File: src/rtl/core/rrds_pkg.sv
`timescale 1ns / 1ps
`default_nettype none

package rrds_pkg;

    // Lane count and fixed field widths
    localparam int REASON_COUNT_DEF = 10;
    localparam int MASK_W           = 10;
    localparam int LANE_IDX_W       = 4;
    localparam int DUR_W            = 16;
    localparam int TIME_W           = 32;
    localparam int CNT_W            = 8;

    // Item opcodes
    typedef enum logic {
        OP_LOAD  = 1'b0,
        OP_FRAME = 1'b1
    } opcode_t;

    // Configuration register indexes
    typedef enum logic {
        CFG_FRAME_INTERVAL = 1'b0,
        CFG_LEGACY_LEVEL   = 1'b1
    } cfg_index_t;

    // Per-word control broadcast from the pipeline to every lane
    typedef struct packed {
        logic              frame_en;
        logic              load_en;
        logic              bank;
        logic              raw;
        logic              legacy_on;
        logic [DUR_W-1:0]  legacy_level;
        logic [CNT_W-1:0]  pushes;
        logic [TIME_W-1:0] now;
        logic [TIME_W-1:0] since;
    } lane_ctrl_t;

    // Threshold entry carried by a load word
    typedef struct packed {
        logic [LANE_IDX_W-1:0] reason;
        logic [DUR_W-1:0]      time_limit;
        logic [CNT_W-1:0]      push_limit;
        logic [CNT_W-1:0]      trigger_limit;
        logic [TIME_W-1:0]     window;
    } lane_entry_t;

endpackage : rrds_pkg

`default_nettype wire

File: src/rtl/core/rrds_time.sv
`timescale 1ns / 1ps
`default_nettype none

module rrds_time (
    input  wire logic                       clk,
    input  wire logic                       load,
    input  wire logic [rrds_pkg::DUR_W-1:0]  interval,
    input  wire logic [rrds_pkg::TIME_W-1:0] frame_number,
    input  wire logic [rrds_pkg::TIME_W-1:0] screen_on_frame,
    output logic      [rrds_pkg::TIME_W-1:0] now,
    output logic      [rrds_pkg::TIME_W-1:0] since
);
    import rrds_pkg::*;

    logic [TIME_W-1:0] now_reg;
    logic [TIME_W-1:0] since_reg;
    logic [TIME_W-1:0] now_next;
    logic [TIME_W-1:0] since_next;
    logic [TIME_W-1:0] interval_ext;
    logic [TIME_W-1:0] frame_delta;

    // Scale frame numbers to milliseconds, modulo 2^32
    always_comb
    begin
        interval_ext = TIME_W'(interval);
        frame_delta  = frame_number - screen_on_frame;
        now_next     = frame_number * interval_ext;
        since_next   = frame_delta * interval_ext;
    end

    // Hold products for the lane stage
    always_ff @(posedge clk)
    begin
        if (load)
        begin
            now_reg   <= now_next;
            since_reg <= since_next;
        end
    end

    assign now   = now_reg;
    assign since = since_reg;

endmodule : rrds_time

`default_nettype wire

File: config.mk
export PLATFORM = sky130hd
export DESIGN_NAME = rrds_time
export DESIGN_NICKNAME = d
export VERILOG_FILES = /design/src/rtl/core/rrds_pkg.sv /design/src/rtl/core/rrds_time.sv
export SDC_FILE = /design/constraint.sdc
export NUM_CORES = 2
export LEC_CHECK = 0
export BUFFER_PORTS_ARGS = -buffer_cell sky130_fd_sc_hd__clkbuf_2
export CORE_MARGIN = 8
export CORE_UTILIZATION = 45
export CTS_CLUSTER_DIAMETER = 120
export CTS_CLUSTER_SIZE = 8
export DETAILED_ROUTE_END_ITERATION = 8
export GPL_TIMING_DRIVEN = 0
export PLACE_DENSITY = 0.69
export SLEW_MARGIN = 25
export SYNTH_ARGS = -nofsm -noshare
export SYNTH_HDL_FRONTEND = slang
export SYNTH_SLANG_ARGS = --single-unit
File: constraint.sdc
create_clock -name clk -period 10 [get_ports clk]
set_input_delay 0 -clock clk [delete_from_list [all_inputs] [get_ports clk]]
set_output_delay 0 -clock clk [all_outputs]
set_load 0.01 [all_outputs]
### Word level (Yosys, flattened, before mapping)

Index checks and enable logic that the tools add are counted.

| operators by class | value |
|---|---|
| add/sub/neg operators | 1 |
| $mul | 2 |

Operators by type and width:

| kind | number |
|---|---|
| 32-bit by 16-bit multiplier with 32-bit output | 2 |
| 32-bit subtractor | 1 |

| word-level totals | value |
|---|---|
| flip-flop bits (word level) | 64 |
| input port bits | 82 |
| output and inout port bits | 64 |
| word-level logic and storage cells | 5 |

### Depth between registers and ports, before layout

| logic depth | value |
|---|---|
| word-level depth | 2 |
| mapped depth | 40 |
| gate-level depth less buffers | 39 |

### Worst setup path after synthesis

Ideal clock, no wire load.

| path | value |
|---|---|
| path kind | input -> register |
| start point | input frame_number[0] (netlist name) |
| end point | register since_reg[31], in the netlist since[31] (data pin) |
| library setup time | 0.258 ns |
| data arrival time | 8.547 ns |
| required time | 9.742 ns |
| path slack | 1.196 ns |
| stages | 38 |
| buffers on the path | 2 |
| cells stage by stage | clkbuf_1 > inv_1 > ha_1 > inv_1 > fa_1 > a211o_1 > o211ai_1 > a22oi_1 > a21oi_1 > o21bai_1 > and2_1 > o21a_1 > nor2_1 > xnor2_1 > clkbuf_1 > nand2_1 > fa_1 > fa_1 > [2 not listed] > fa_1 > fa_1 > inv_1 > fa_1 > inv_1 > ha_1 > a21o_1 > a211o_1 > a41oi_1 > o221ai_1 > a21oi_1 > o31ai_1 > a31oi_1 > o21ai_0 > a31oi_1 > xnor3_1 > xor3_1 > xnor2_1 |

| on the way | value |
|---|---|
| cells in the longest elaborated chain, start to end | 2 |

RTL lines:

| what | RTL line | text |
|---|---|---|
| from (decl) | rrds_time.sv:8 | `input wire logic [rrds_pkg::TIME_W-1:0] frame_number,` |
| 32-bit subtractor | rrds_time.sv:26 | `frame_delta = frame_number - screen_on_frame;` |
| 32-bit by 16-bit multiplier with 32-bit output | rrds_time.sv:28 | `since_next = frame_delta * interval_ext;` |
| via since_next[31] | rrds_time.sv:18 | `logic [TIME_W-1:0] since_next;` |
| to (signal assigned) | rrds_time.sv:37 | `since_reg <= since_next;` |
| to (decl) | rrds_time.sv:16 | `logic [TIME_W-1:0] since_reg;` |

The timed path passes the listed nets, and every way through them passes these cells.
A chain may end at the register's enable or synchronous reset.

### Worst setup path after layout

Same ends and word-level chain as after synthesis.

==> out/summary.txt <==
Hold Fails Final Rpt: 0
Critical path launch point type: primary input
Syn. warnings: 0
Syn_nets: 3767
First-pass iteration count of the detailed router: 7
Iter 0 DRT Violations: 1369
Drt total wl: 72400 um
Worst Path Max Fanout: 10
Critical-path top delay cell: clkbuf_1
CTS H-tree lvls: 3
CP Class: primary input to flip-flop
Post-CTS Hold Buffers: 0
CTS tree: yes
Gr ovfl total: 0
Sequential area share after synthesis: 7.32%
Largest cells by area after synthesis: fa_1 46%, inv_1 9.6%, nand2_1 8.0%
Worst-path clk slew: 80 ps
Hold_ws: 37.5 ps
Post-route cell area: 28300 um^2
CP Capture Type: flip-flop
Most frequent cells after synthesis: 672 x inv_1, 609 x fa_1, 556 x nand2_1, 236 x and2_1, 161 x ha_1
HPWL Detailed: 61300 um
Buf/Inv on CP: 7
RSZ-0062 raised after global routing: no
Cells after synthesis: 2915
Worst Hold Path EP: now[0]$_DFFE_PP_
Placement Setup Slack: -1020 ps
CTS Root Cell: clkbuf_16
Max-cap violations: 0
Clock sinks: 64
First-pass GRT wire length: 116000 um
Largest stage delay, worst path: 570 ps
Core outline area: 57700 um^2
Final GP Congestion: 0.980
Final ANT Viol Nets: 0
Clock period minus worst slack: 9630 ps
Synth Flop Type: edfxtp_1
Post-DP Area: 27900 um^2
Number of synthesized flops with an enable pin: 64
Mapped Area: 26200 um^2
Hold path cells: 2
CP arrival: 9790 ps
WL/cell: 18.8 um
CP startpoint: frame_number[0]
Row count: 88
Fmax: 104 MHz
Multi-input gate area in the final layout: 21300 um^2
NumNets Final: 3921
Via density: 5.22
Count leader, synth: inv_1
Via Count: 20100
Ports: 146
Util after Layout: 49.1%
Most used cell, CP: fa_1
Vias in the first global route: 21000
Least-Margin Pin Slew: 1180 ps
Gr usage total: 22.3%
Fillers: 5552
Reg area: 1920 um^2
Synthesized area per cell: 9.00 um^2
Post-synthesis sequential element count: 64
Status: finished, final reports clean
Hold WC Path Type: primary input to flip-flop
Top delay family on crit path: adder cells
Ys async rst share: 0%
Fin worst setup slack: 375 ps
CTS Buf Count: 9
Area leader, netlist: fa_1
Share of layout cells above drive strength 1: 6.47%
Total die area: 66300 um^2
Worst-case clock buffer depth: 2
Netlist cell types: 74
Pin count of the biggest net entering global routing: 42
# setup viols final: 0
Drt drc: 0
Port bufs: 139
Starting density of the core: 45.5%
Die Ht: 257 um
DIE WIDTH: 257 um
Max-slew headroom: 21.3%
Synth-to-Final Area Change: 7.92%
Synth top area share: 46.5%
Max Slew Vio Count: 0
Req. time, crit path: 10160 ps
Hold Startpoint: frame_number[0]
Initial antenna violation count: 4
Period utilization: 96.3%
[area by class of cell]
| class | instances | share of cell area [%] |
|---|---|---|
| multi-input combinational | 2044 | 75.1 |
| inverter | 672 | 8.91 |
| sequential | 64 | 6.79 |
| tap | 765 | 3.38 |
| timing repair buffer | 144 | 2.64 |
| buffer | 134 | 1.96 |
| clock buffer | 9 | 0.795 |
| clock inverter | 7 | 0.362 |
| antenna | 2 | 0.0177 |
[kinds of logic (layout without fill, tap and decap cells)]
logic type,after synthesis,after routing,share of synthesized area [%]
AOI/OAI and AO/OA,223,223,5.77
xor gates and xnor gates,123,123,4.50
adders and majority gates,770,770,54.1
buffers and inverters,807,966,11.7
DFF,64,64,7.32
muxes,3,3,0.119
other,0,2,0
and+or+nand+nor,925,925,16.4
[through the flow]
step / setup TNS (ps) / instances
6_report: 0 / 3841
5_1_grt: 0 / 3839
4_1_cts: 0 / 3836
3_5_place_dp: -1020 / 3820
3_3_place_gp: -977 / 3819
2_1_floorplan: 0 / 2915
[routing by layer]
layer | vias to the layer above | GRT usage [%] | share of wire (%)
met2 | 801 | 35.3 | 46
met1 | 10200 | 29.7 | 41
met5 | - | 0 | 0.018
met3 | 134 | 5.95 | 9.6
li1 | 8912 | - | -
met4 | 2 | 6.76 | 3.0
[what timing repair did]
item,CTS,global route
buffers inserted,0,4
setup endpoints to repair,1,1
pin swaps,0,3
gates resized for setup,4,9
[placed cells by master (no fill, tap or decap), types with 15 or more instances in the layout]
master    count
a21o_1       26
a21oi_1      69
and2_1      236
clkbuf_1    123
clkbuf_2    140
edfxtp_1     64
fa_1        609
ha_1        161
inv_1       672
nand2_1     556
nor2_1       41
nor2b_1      17
nor3_1       15
o21ai_0      26
o21bai_1     19
xnor2_1      94
xor2_1       20
[how the worst max path moves through the flow]
stage	endpoint	cells after the start	slack [ps]
detailed placement	since[31]$_DFFE_PP_	39	-1020
CTS	since[31]$_DFFE_PP_	39	10
global route	since[31]$_DFFE_PP_	35	20
floorplan	since[31]$_DFFE_PP_	38	1200
finish	since[31]$_DFFE_PP_	35	370
global placement	since[31]$_DFFE_PP_	39	-980
Power is not shown: default switching activity piles up to over one toggle a cycle in this logic, so the estimate is an artifact.
