**config.mk**
```make
export PLATFORM = sky130hd
export DESIGN_NAME = rrds_lane
export DESIGN_NICKNAME = d
export VERILOG_FILES = /design/src/rtl/core/rrds_pkg.sv /design/src/rtl/core/rrds_lane.sv
export SDC_FILE = /design/constraint.sdc
export NUM_CORES = 1
export LEC_CHECK = 0
export ABC_AREA = 1
export BUFFER_PORTS_ARGS = -buffer_cell sky130_fd_sc_hd__buf_2
export CORE_ASPECT_RATIO = 1.4
export CORE_UTILIZATION = 65
export DETAILED_ROUTE_END_ITERATION = 10
export PLACE_DENSITY_LB_ADDON = 0.12
export SLEW_MARGIN = 20
export SYNTH_ARGS = -nofsm -noshare
export SYNTH_HDL_FRONTEND = slang
export SYNTH_SLANG_ARGS = --single-unit
```
**constraint.sdc**
```tcl
create_clock -name clk -period 17.93 [get_ports clk]
set_input_delay 0.8965 -clock clk [delete_from_list [all_inputs] [get_ports clk]]
set_output_delay 0.8965 -clock clk [all_outputs]
set_load 0.1 [all_outputs]
```
**src/rtl/core/rrds_pkg.sv**
```systemverilog
`timescale 1ns / 1ps
`default_nettype none

package rrds_pkg;

    // Lane count and fixed field widths
    localparam int REASON_COUNT_DEF = 10;
    localparam int MASK_W           = 10;
    localparam int LANE_IDX_W       = 4;
    localparam int DUR_W            = 16;
    localparam int TIME_W           = 32;
    localparam int CNT_W            = 8;

    // Item opcodes
    typedef enum logic {
        OP_LOAD  = 1'b0,
        OP_FRAME = 1'b1
    } opcode_t;

    // Configuration register indexes
    typedef enum logic {
        CFG_FRAME_INTERVAL = 1'b0,
        CFG_LEGACY_LEVEL   = 1'b1
    } cfg_index_t;

    // Per-word control broadcast from the pipeline to every lane
    typedef struct packed {
        logic              frame_en;
        logic              load_en;
        logic              bank;
        logic              raw;
        logic              legacy_on;
        logic [DUR_W-1:0]  legacy_level;
        logic [CNT_W-1:0]  pushes;
        logic [TIME_W-1:0] now;
        logic [TIME_W-1:0] since;
    } lane_ctrl_t;

    // Threshold entry carried by a load word
    typedef struct packed {
        logic [LANE_IDX_W-1:0] reason;
        logic [DUR_W-1:0]      time_limit;
        logic [CNT_W-1:0]      push_limit;
        logic [CNT_W-1:0]      trigger_limit;
        logic [TIME_W-1:0]     window;
    } lane_entry_t;

endpackage : rrds_pkg

`default_nettype wire

```
**src/rtl/core/rrds_lane.sv**
```systemverilog
`timescale 1ns / 1ps
`default_nettype none

module rrds_lane #(
    parameter int LANE = 0
) (
    input  wire logic                    clk,
    input  wire logic                    rst_n,
    input  wire rrds_pkg::lane_ctrl_t    ctrl,
    input  wire rrds_pkg::lane_entry_t   entry,
    input  wire logic                    asserted,
    output logic                         trig,
    output logic                         active
);
    import rrds_pkg::*;

    localparam logic [DUR_W-1:0] DUR_MAX = '1;
    localparam logic [CNT_W-1:0] CNT_MAX = '1;

    // Per-bank lane state and thresholds
    logic [DUR_W-1:0]  duration_reg   [2];
    logic [TIME_W-1:0] last_time_reg  [2];
    logic [CNT_W-1:0]  push_count_reg [2];
    logic [DUR_W-1:0]  time_limit_reg [2];
    logic [CNT_W-1:0]  push_limit_reg [2];
    logic [CNT_W-1:0]  trig_limit_reg [2];
    logic [TIME_W-1:0] window_reg     [2];

    logic [DUR_W-1:0]  duration_next;
    logic [CNT_W-1:0]  push_count_next;
    logic [DUR_W-1:0]  old_dur;
    logic [TIME_W-1:0] last;
    logic [CNT_W-1:0]  pc;
    logic [DUR_W-1:0]  thr;
    logic [TIME_W-1:0] diff;
    logic [DUR_W-1:0]  elapsed;
    logic [DUR_W:0]    sum;
    logic              allowed;
    logic              crossed;
    logic              load_hit;

    assign load_hit = ctrl.load_en && (entry.reason == LANE_IDX_W'(LANE));

    // Compute the frame update for the selected bank
    always_comb
    begin
        old_dur = duration_reg[ctrl.bank];
        last    = last_time_reg[ctrl.bank];
        pc      = push_count_reg[ctrl.bank];
        thr     = ctrl.legacy_on ? ctrl.legacy_level : time_limit_reg[ctrl.bank];

        // Elapsed time, forced to one and capped at the counter range
        diff = ctrl.now - last;
        if ((diff == '0) || (last == '0))
            elapsed = DUR_W'(1);
        else if (diff > TIME_W'(DUR_MAX))
            elapsed = DUR_MAX;
        else
            elapsed = diff[DUR_W-1:0];

        // Gate by screen window and quotas
        allowed = ctrl.raw || (ctrl.since <= window_reg[ctrl.bank]);
        if (!ctrl.raw && !ctrl.legacy_on)
        begin
            if ((trig_limit_reg[ctrl.bank] != '0) && (pc >= trig_limit_reg[ctrl.bank]))
                allowed = 1'b0;
            if ((push_limit_reg[ctrl.bank] != '0) && (ctrl.pushes >= push_limit_reg[ctrl.bank]))
                allowed = 1'b0;
        end

        sum             = {1'b0, old_dur} + {1'b0, elapsed};
        duration_next   = old_dur;
        push_count_next = pc;
        trig            = 1'b0;

        // Accumulate or decay
        if (asserted && allowed)
        begin
            duration_next = sum[DUR_W] ? DUR_MAX : sum[DUR_W-1:0];
            if ((old_dur < thr) && (duration_next >= thr))
            begin
                if (pc != CNT_MAX)
                    push_count_next = pc + CNT_W'(1);
                trig = 1'b1;
            end
        end
        else if (old_dur != '0)
        begin
            duration_next = (old_dur > elapsed) ? (old_dur - elapsed) : '0;
            if ((duration_next == '0) && (pc != '0))
                push_count_next = pc - CNT_W'(1);
        end

        crossed = (old_dur < thr) && (duration_next >= thr);
        if (ctrl.legacy_on && crossed)
            trig = 1'b1;
        active = (duration_next >= thr);
    end

    // Commit frame updates and threshold loads
    always_ff @(posedge clk or negedge rst_n)
    begin
        if (!rst_n)
        begin
            for (int b = 0; b < 2; b++)
            begin
                duration_reg[b]   <= '0;
                last_time_reg[b]  <= '0;
                push_count_reg[b] <= '0;
                time_limit_reg[b] <= '0;
                push_limit_reg[b] <= '0;
                trig_limit_reg[b] <= '0;
                window_reg[b]     <= '0;
            end
        end
        else
        begin
            if (ctrl.frame_en)
            begin
                duration_reg[ctrl.bank]   <= duration_next;
                last_time_reg[ctrl.bank]  <= ctrl.now;
                push_count_reg[ctrl.bank] <= push_count_next;
            end
            if (load_hit)
            begin
                time_limit_reg[ctrl.bank] <= entry.time_limit;
                push_limit_reg[ctrl.bank] <= entry.push_limit;
                trig_limit_reg[ctrl.bank] <= entry.trigger_limit;
                window_reg[ctrl.bank]     <= entry.window;
            end
        end
    end

endmodule : rrds_lane

`default_nettype wire

```
# Word-level counts from Yosys, hierarchy flattened
# Index checks and enable logic that the tools add are counted.
[totals] register_bits=240 in_bits=164 output_inout_bits=2 elab_cells=105
[classes] n_addsub=5 magnitude_cmp=10 eq_ne=1 mux=52 n_bitwise=1 n_reduce_logical=22
[op_table] operator="$mux W16" n=14
[op_table] operator="$mux W32" n=7
[op_table] operator="$bwmux W64" n=2
[op_table] operator="$mux W8" n=15
[op_table] operator="$bwmux W32" n=2
[op_table] operator="$logic_not A32 Y1" n=2
[op_table] operator="$bwmux W16" n=3
[op_table] operator="$demux W32 S1" n=1
[op_table] operator="$ge A16 B16 Y1" n=2
[op_table] operator="$gt A32 B16 Y1 const B" n=1
[op_table] operator="$le A32 B32 Y1" n=1
[op_table] operator="$sub A32 B32 Y32" n=1
[op_table] operator="$reduce_bool A8 Y1" n=3
[op_table] operator="$add A16 B16 Y17" n=1
[op_table] operator="$demux W16 S1" n=1
[op_table] operator="$ge A8 B8 Y1" n=2
[op_table] operator="$gt A16 B16 Y1" n=1
[op_table] operator="$logic_not A16 Y1" n=1
[op_table] operator="$lt A16 B16 Y1" n=1
[op_table] operator="$reduce_bool A16 Y1" n=1
[op_table] operator="$sub A16 B16 Y16" n=1
[op_table] operator="$logic_and A1 B1 Y1" n=10
[op_table] operator="$add A8 B1 Y8 const B" n=1
[op_table] operator="$demux W8 S1" n=1
[op_table] operator="other kinds (9)" n=16

# Depth between registers and ports, before layout
[depth] word_depth=16 depth_mapped=54 depth_no_buf=49

# Worst setup path after synthesis
# Ideal clock, no wire load.
[synth_timing] path_type="input-to-output" start="in ctrl[90] in the netlist's numbering" end="out trig" arrival_time_ns=8.499 required_time_ns=17.033 path_slack_ns=8.534 cell_stages=47 n_path_buf=5 cell_sequence="buf_6 -> inv_4 -> buf_2 -> buf_2 -> or2_0 -> o21ai_0 -> inv_1 -> ha_1 -> inv_1 -> fa_1 -> nand3_1 -> nand2_1 -> a21oi_2 -> nand3b_1 -> nand2_1 -> nand2_1 -> nand2_1 -> nand2_1 -> (+11 left out) -> nand3b_1 -> nand2_1 -> nand4_1 -> nand3_1 -> nand3_1 -> nand2_1 -> a21oi_2 -> buf_2 -> nand2_1 -> ha_1 -> nand2_1 -> o21ai_0 -> nand2_1 -> o211ai_1 -> nand2_1 -> nand3_1 -> nand3_1 -> o21ai_0"
[synth_via] elab_chain_cells=16 word_cells_on_any_way=59 classes_between="3 x add/sub; 8 x order compare; 34 x mux; 1 x bitwise; 13 x reduce/logical"
[synth_rtl] item="from (decl)" line="rrds_lane.sv:9" source="input wire rrds_pkg::lane_ctrl_t ctrl,"
[synth_rtl] item="$not A1 Y2 (not written as such) *"
[synth_rtl] item="$mux W32 (not written as such) (3 in a row)" line="rrds_lane.sv:48" source="last = last_time_reg[ctrl.bank];"
[synth_rtl] item="$sub A32 B32 Y32" line="rrds_lane.sv:53" source="diff = ctrl.now - last;"
[synth_rtl] item="$gt A32 B16 Y1 / $logic_not A32 Y1 (equally long branches)" line="rrds_lane.sv:56, rrds_lane.sv:54"
[synth_rtl] item="$mux W16 / $logic_or A1 B1 Y1 (equally long branches)" line="rrds_lane.sv:56, rrds_lane.sv:54"
[synth_rtl] item="$mux W16" line="rrds_lane.sv:54" source="if ((diff == '0) || (last == '0))"
[synth_rtl] item="$sub A16 B16 Y16 / $gt A16 B16 Y1 (equally long branches)" line="rrds_lane.sv:89" source="duration_next = (old_dur > elapsed) ? (old_dur - elapsed) : '0;"
[synth_rtl] item="$mux W16" line="rrds_lane.sv:89"
[synth_rtl] item="$mux W16" line="rrds_lane.sv:87" source="else if (old_dur != '0)"
[synth_rtl] item="$mux W16" line="rrds_lane.sv:77" source="if (asserted && allowed)"
[synth_rtl] item="$ge A16 B16 Y1" line="rrds_lane.sv:94" source="crossed = (old_dur < thr) && (duration_next >= thr);"
[synth_rtl] item="$logic_and A1 B1 Y1" line="rrds_lane.sv:94"
[synth_rtl] item="$logic_and A1 B1 Y1" line="rrds_lane.sv:95" source="if (ctrl.legacy_on && crossed)"
[synth_rtl] item="$mux W1 *" line="rrds_lane.sv:95"
[synth_rtl] item="to (decl)" line="rrds_lane.sv:12" source="output logic trig,"
# Mark *: on every way between the ends. The rest lies on a longest branch, timed or not. The select of a mux whose other input is x is not followed.

# Final worst setup path
[layout_timing] start="in ctrl[90] in the netlist's numbering" end="out trig"
[layout_via] elab_chain_cells=16 word_cells_on_any_way=59 classes_between="3 x add/sub; 8 x order compare; 34 x mux; 1 x bitwise; 13 x reduce/logical"
[layout_rtl] item="$not A1 Y2 (not written as such) *"
[layout_rtl] item="$mux W32 (not written as such) (3 in a row)" line="rrds_lane.sv:48"
[layout_rtl] item="$sub A32 B32 Y32" line="rrds_lane.sv:53"
[layout_rtl] item="$gt A32 B16 Y1 / $logic_not A32 Y1 (equally long branches)" line="rrds_lane.sv:56, rrds_lane.sv:54"
[layout_rtl] item="$mux W16 / $logic_or A1 B1 Y1 (equally long branches)" line="rrds_lane.sv:56, rrds_lane.sv:54"
[layout_rtl] item="$mux W16" line="rrds_lane.sv:54"
[layout_rtl] item="$sub A16 B16 Y16 / $gt A16 B16 Y1 (equally long branches)" line="rrds_lane.sv:89"
[layout_rtl] item="$mux W16" line="rrds_lane.sv:89"
[layout_rtl] item="$mux W16" line="rrds_lane.sv:87"
[layout_rtl] item="$mux W16 *" line="rrds_lane.sv:77"
[layout_rtl] item="net duration_next[4]" line="rrds_lane.sv:29" source="logic [DUR_W-1:0] duration_next;"
[layout_rtl] item="$ge A16 B16 Y1 *" line="rrds_lane.sv:94"
[layout_rtl] item="$logic_and A1 B1 Y1 *" line="rrds_lane.sv:94"
[layout_rtl] item="$logic_and A1 B1 Y1 *" line="rrds_lane.sv:95"
[layout_rtl] item="$mux W1 *" line="rrds_lane.sv:95"
# Mark *: on every way through the listed nets, which the timed path passes. The rest lies on a longest branch. The select of a mux whose other input is x is not followed.

==> metrics.md <==
| Metric | Value |
|---|---|
| Detailed Route WL | 53530 um |
| WS Path Type | in -> out |
| Mean Syn Cell Area | 7.201 um2 |
| Fillers | 2135 |
| Highest clock rate | 96.68 MHz |
| Max_cap viols | 0 |
| Num ports | 166 |
| Grt ovf | 0 |
| Row count | 71 |
| Syn nets | 2796 |
| Fin. max-slew vios | 0 |
| CP Launch Point | ctrl[90] |
| PwrDens | 104.4 nW/um2 |
| Static leakage | 10.64 nW |
| Root Buffer | clkbuf_16 |
| Iter 0 DRT Violations | 1398 |
| Status | complete, no violations |
| Worst setup SP type | input port |
| Sink Count | 240 |
| Final hold vios | 0 |
| Adder-Cell Fraction of Synth Area | 0.1167 |
| Register area share after synthesis | 0.3379 |
| Largest net degree at the start of global routing | 133 |
| Area delta synth->final | 10.33% |
| DP HPWL | 39240 um |
| Synth Area in Compound Gates | 0.1390 |
| CTS Buffer Depth | 3 |
| Post-CTS sizing | 0 |
| Final Critical Period | 10340 ps |
| H-tree levels | 1 |
| R2r setup slk | 10570 ps |
| Routed WL per cell | 18.08 um |
| Initial antenna violation count | 7 |
| CTS Hold Bufs | 0 |
| Syn. warnings | 0 |
| CTS tree | yes |
| Dpl ws | 7780 ps |
| RSZ-0062 raised after global routing | no |
| Post-DR vias/cell | 5.871 |
| Die area | 28020 um2 |
| Clock Skew | 11.68 ps |
| Final setup margin | 7587 ps |
| Worst r2r dst | push_count_reg[2] |
| CP Max Fanout | 51 |
| Worst-Skew Late Latency | 570 ps |
| Placer Congestion | 1.048 |
| Initial Util | 0.6624 |
| Slowest CP cell | a21oi_2 |
| Crit path DAT | 9450 ps |
| Die H | 197.6 um |
| Multiplexer area fraction after synthesis | 0.04295 |
| CORE AREA | 26830 um2 |
| Worst Setup EP | trig |
| Yosys reg bits | 240 |
| Area leader, netlist | dfrtp_1 |
| Hold Crit Class | in -> async |
| DR pass1 iterations | 6 |
| Nets | 2902 |
| Commonest non-fill, non-tap cell in the layout | nand2_1 |
| Synth cell types | 49 |
| Ys async rst share | 1.000 |
| Vias in the first global route | 17230 |
| Delay of the slowest critical-path stage | 610 ps |
| Crit path capture type | output port |
| Peak VDD IR | 0.1024 mV |
| Final setup fails | 0 |
| DRC Markers | 0 |
| Syn Std Cell Area | 17770 um2 |
| Die X | 141.8 um |
| Main synth FF type | dfrtp_1 |
| Gate count after technology mapping | 2468 |
| R2R cell count | 38 |
| Synth area leaders | dfrtp_1 34%, nand2_1 15%, ha_1 11%, o21ai_0 8.4%, inv_1 6.1% |
| Worst Max-Slew Pin Slew | 1102 ps |
| Number of port buffers | 165 |
| Post-CTS Setup Bufs | 0 |
| Final ANT Viol Nets | 0 |
| Worst Hold Margin | 198.7 ps |
| Worst relative slew slack | 0.2595 |
| CTS buffer count | 25 |
| Largest family of logic cells by synthesized area | simple AND/OR/NAND/NOR gates |
| Worst-path clk slew | 70 ps |
| Post-synth EDFFs | 0 |
| Post-Synth XOR/XNOR Area | 0.01873 |
| Final period util | 0.5769 |
| First-pass GRT wire length | 84900 um |
| FF-to-FF Start | last_time_reg[12] |
| CP most frequent cell | nand2_1 |
| Layout cell share with drive strength beyond 1 | 0.1019 |
| GRT Util Overall | 0.3875 |
| Via count | 17380 |
| Setup TNS | 0 ps |
| Simple-Gate Fraction of Synth Area | 0.2563 |
| Yosys top cell area share | 0.3379 |
| Most frequent cells in the layout | 715 x nand2_1, 299 x o21ai_0, 288 x inv_1 |
| WP data required | 17030 ps |
[cell usage after synthesis, types with 7 or more instances]
library cell / n
nand2_1: 719
a21oi_1: 106
o21a_1: 8
nand4_1: 39
xor2_1: 35
mux2i_1: 74
dfrtp_1: 240
inv_1: 288
buf_6: 8
buf_4: 9
clkbuf_1: 55
nor2_1: 136
or2_2: 15
ha_1: 161
o21bai_1: 9
buf_2: 18
nand3_1: 125
o21ai_0: 299
o21ai_1: 20
nor4_1: 7
nor2_2: 9
nor3_1: 21
[metrics by stage]
stage	std cells	power [mW]	util	area (um2)
6_report	2960	2.047	0.7309	19610
5_1_grt	2960	2.174	0.7309	19610
4_1_cts	2955	2.031	0.7288	19550
3_5_place_dp	2911	1.471	0.6961	18670
3_3_place_gp	2911	1.444	0.6961	18670
2_1_floorplan	2468	1.246	-	17770
[kinds of logic after synthesis]
| group | count (synthesis) |
|---|---|
| AO/OA/AOI/OAI | 469 |
| XOR/XNOR | 38 |
| adder cells (fa/ha/maj) | 164 |
| buffers and inverters | 387 |
| flip-flops | 240 |
| multiplexers | 75 |
| AND/OR/NAND/NOR | 1095 |
[where the power goes]
| group | internal (mW) | switching [mW] |
|---|---|---|
| Combinational | 0.271 | 0.525 |
| Clock | 0.326 | 0.227 |
| Sequential | 0.641 | 0.0567 |
| Total | 1.24 | 0.808 |
[per-layer routing]
layer | global-route usage | vias up | routed length [um]
met2 | 0.7021 | 739 | 26970
met3 | 0.05818 | 219 | 3279
li1 | - | 8271 | -
met4 | 0.2529 | 2 | 3648
met1 | 0.4169 | 8146 | 19610
met5 | 0 | - | 14
[worst max-delay path, delay by kind of cell]
kind,cells,cell delay [ps]
AOI/OAI and AO/OA,7,1830
and+or+nand+nor,24,3040
buffers and inverters,9,2520
adders and majority gates,4,1050
[layout make-up]
type	instances	area, um2	area share
inverter	293	1102	0.05622
multi-input combinational	1841	10230	0.5219
sequential	240	6006	0.3063
clock buffer	34	719.4	0.03669
antenna	4	10.01	0.0005105
timing repair buffer	173	922.1	0.04703
tap	365	456.7	0.02329
clock inverter	10	158.9	0.008104
[worst min path at each step]
| stage | startpoint | to | cells after the start |
|---|---|---|---|
| 2_1_floorplan | push_count_reg[4] | push_count_reg[4] | 2 |
| 3_3_place_gp | push_count_reg[3] | push_count_reg[3] | 2 |
| 3_5_place_dp | push_count_reg[10] | push_count_reg[10] | 2 |
| 4_1_cts | push_count_reg[4] | push_count_reg[4] | 2 |
| 5_1_grt | rst_n | last_time_reg[5] | 1 |
| 6_report | rst_n | duration_reg[17] | 1 |
(Power assumes the default switching activity.)
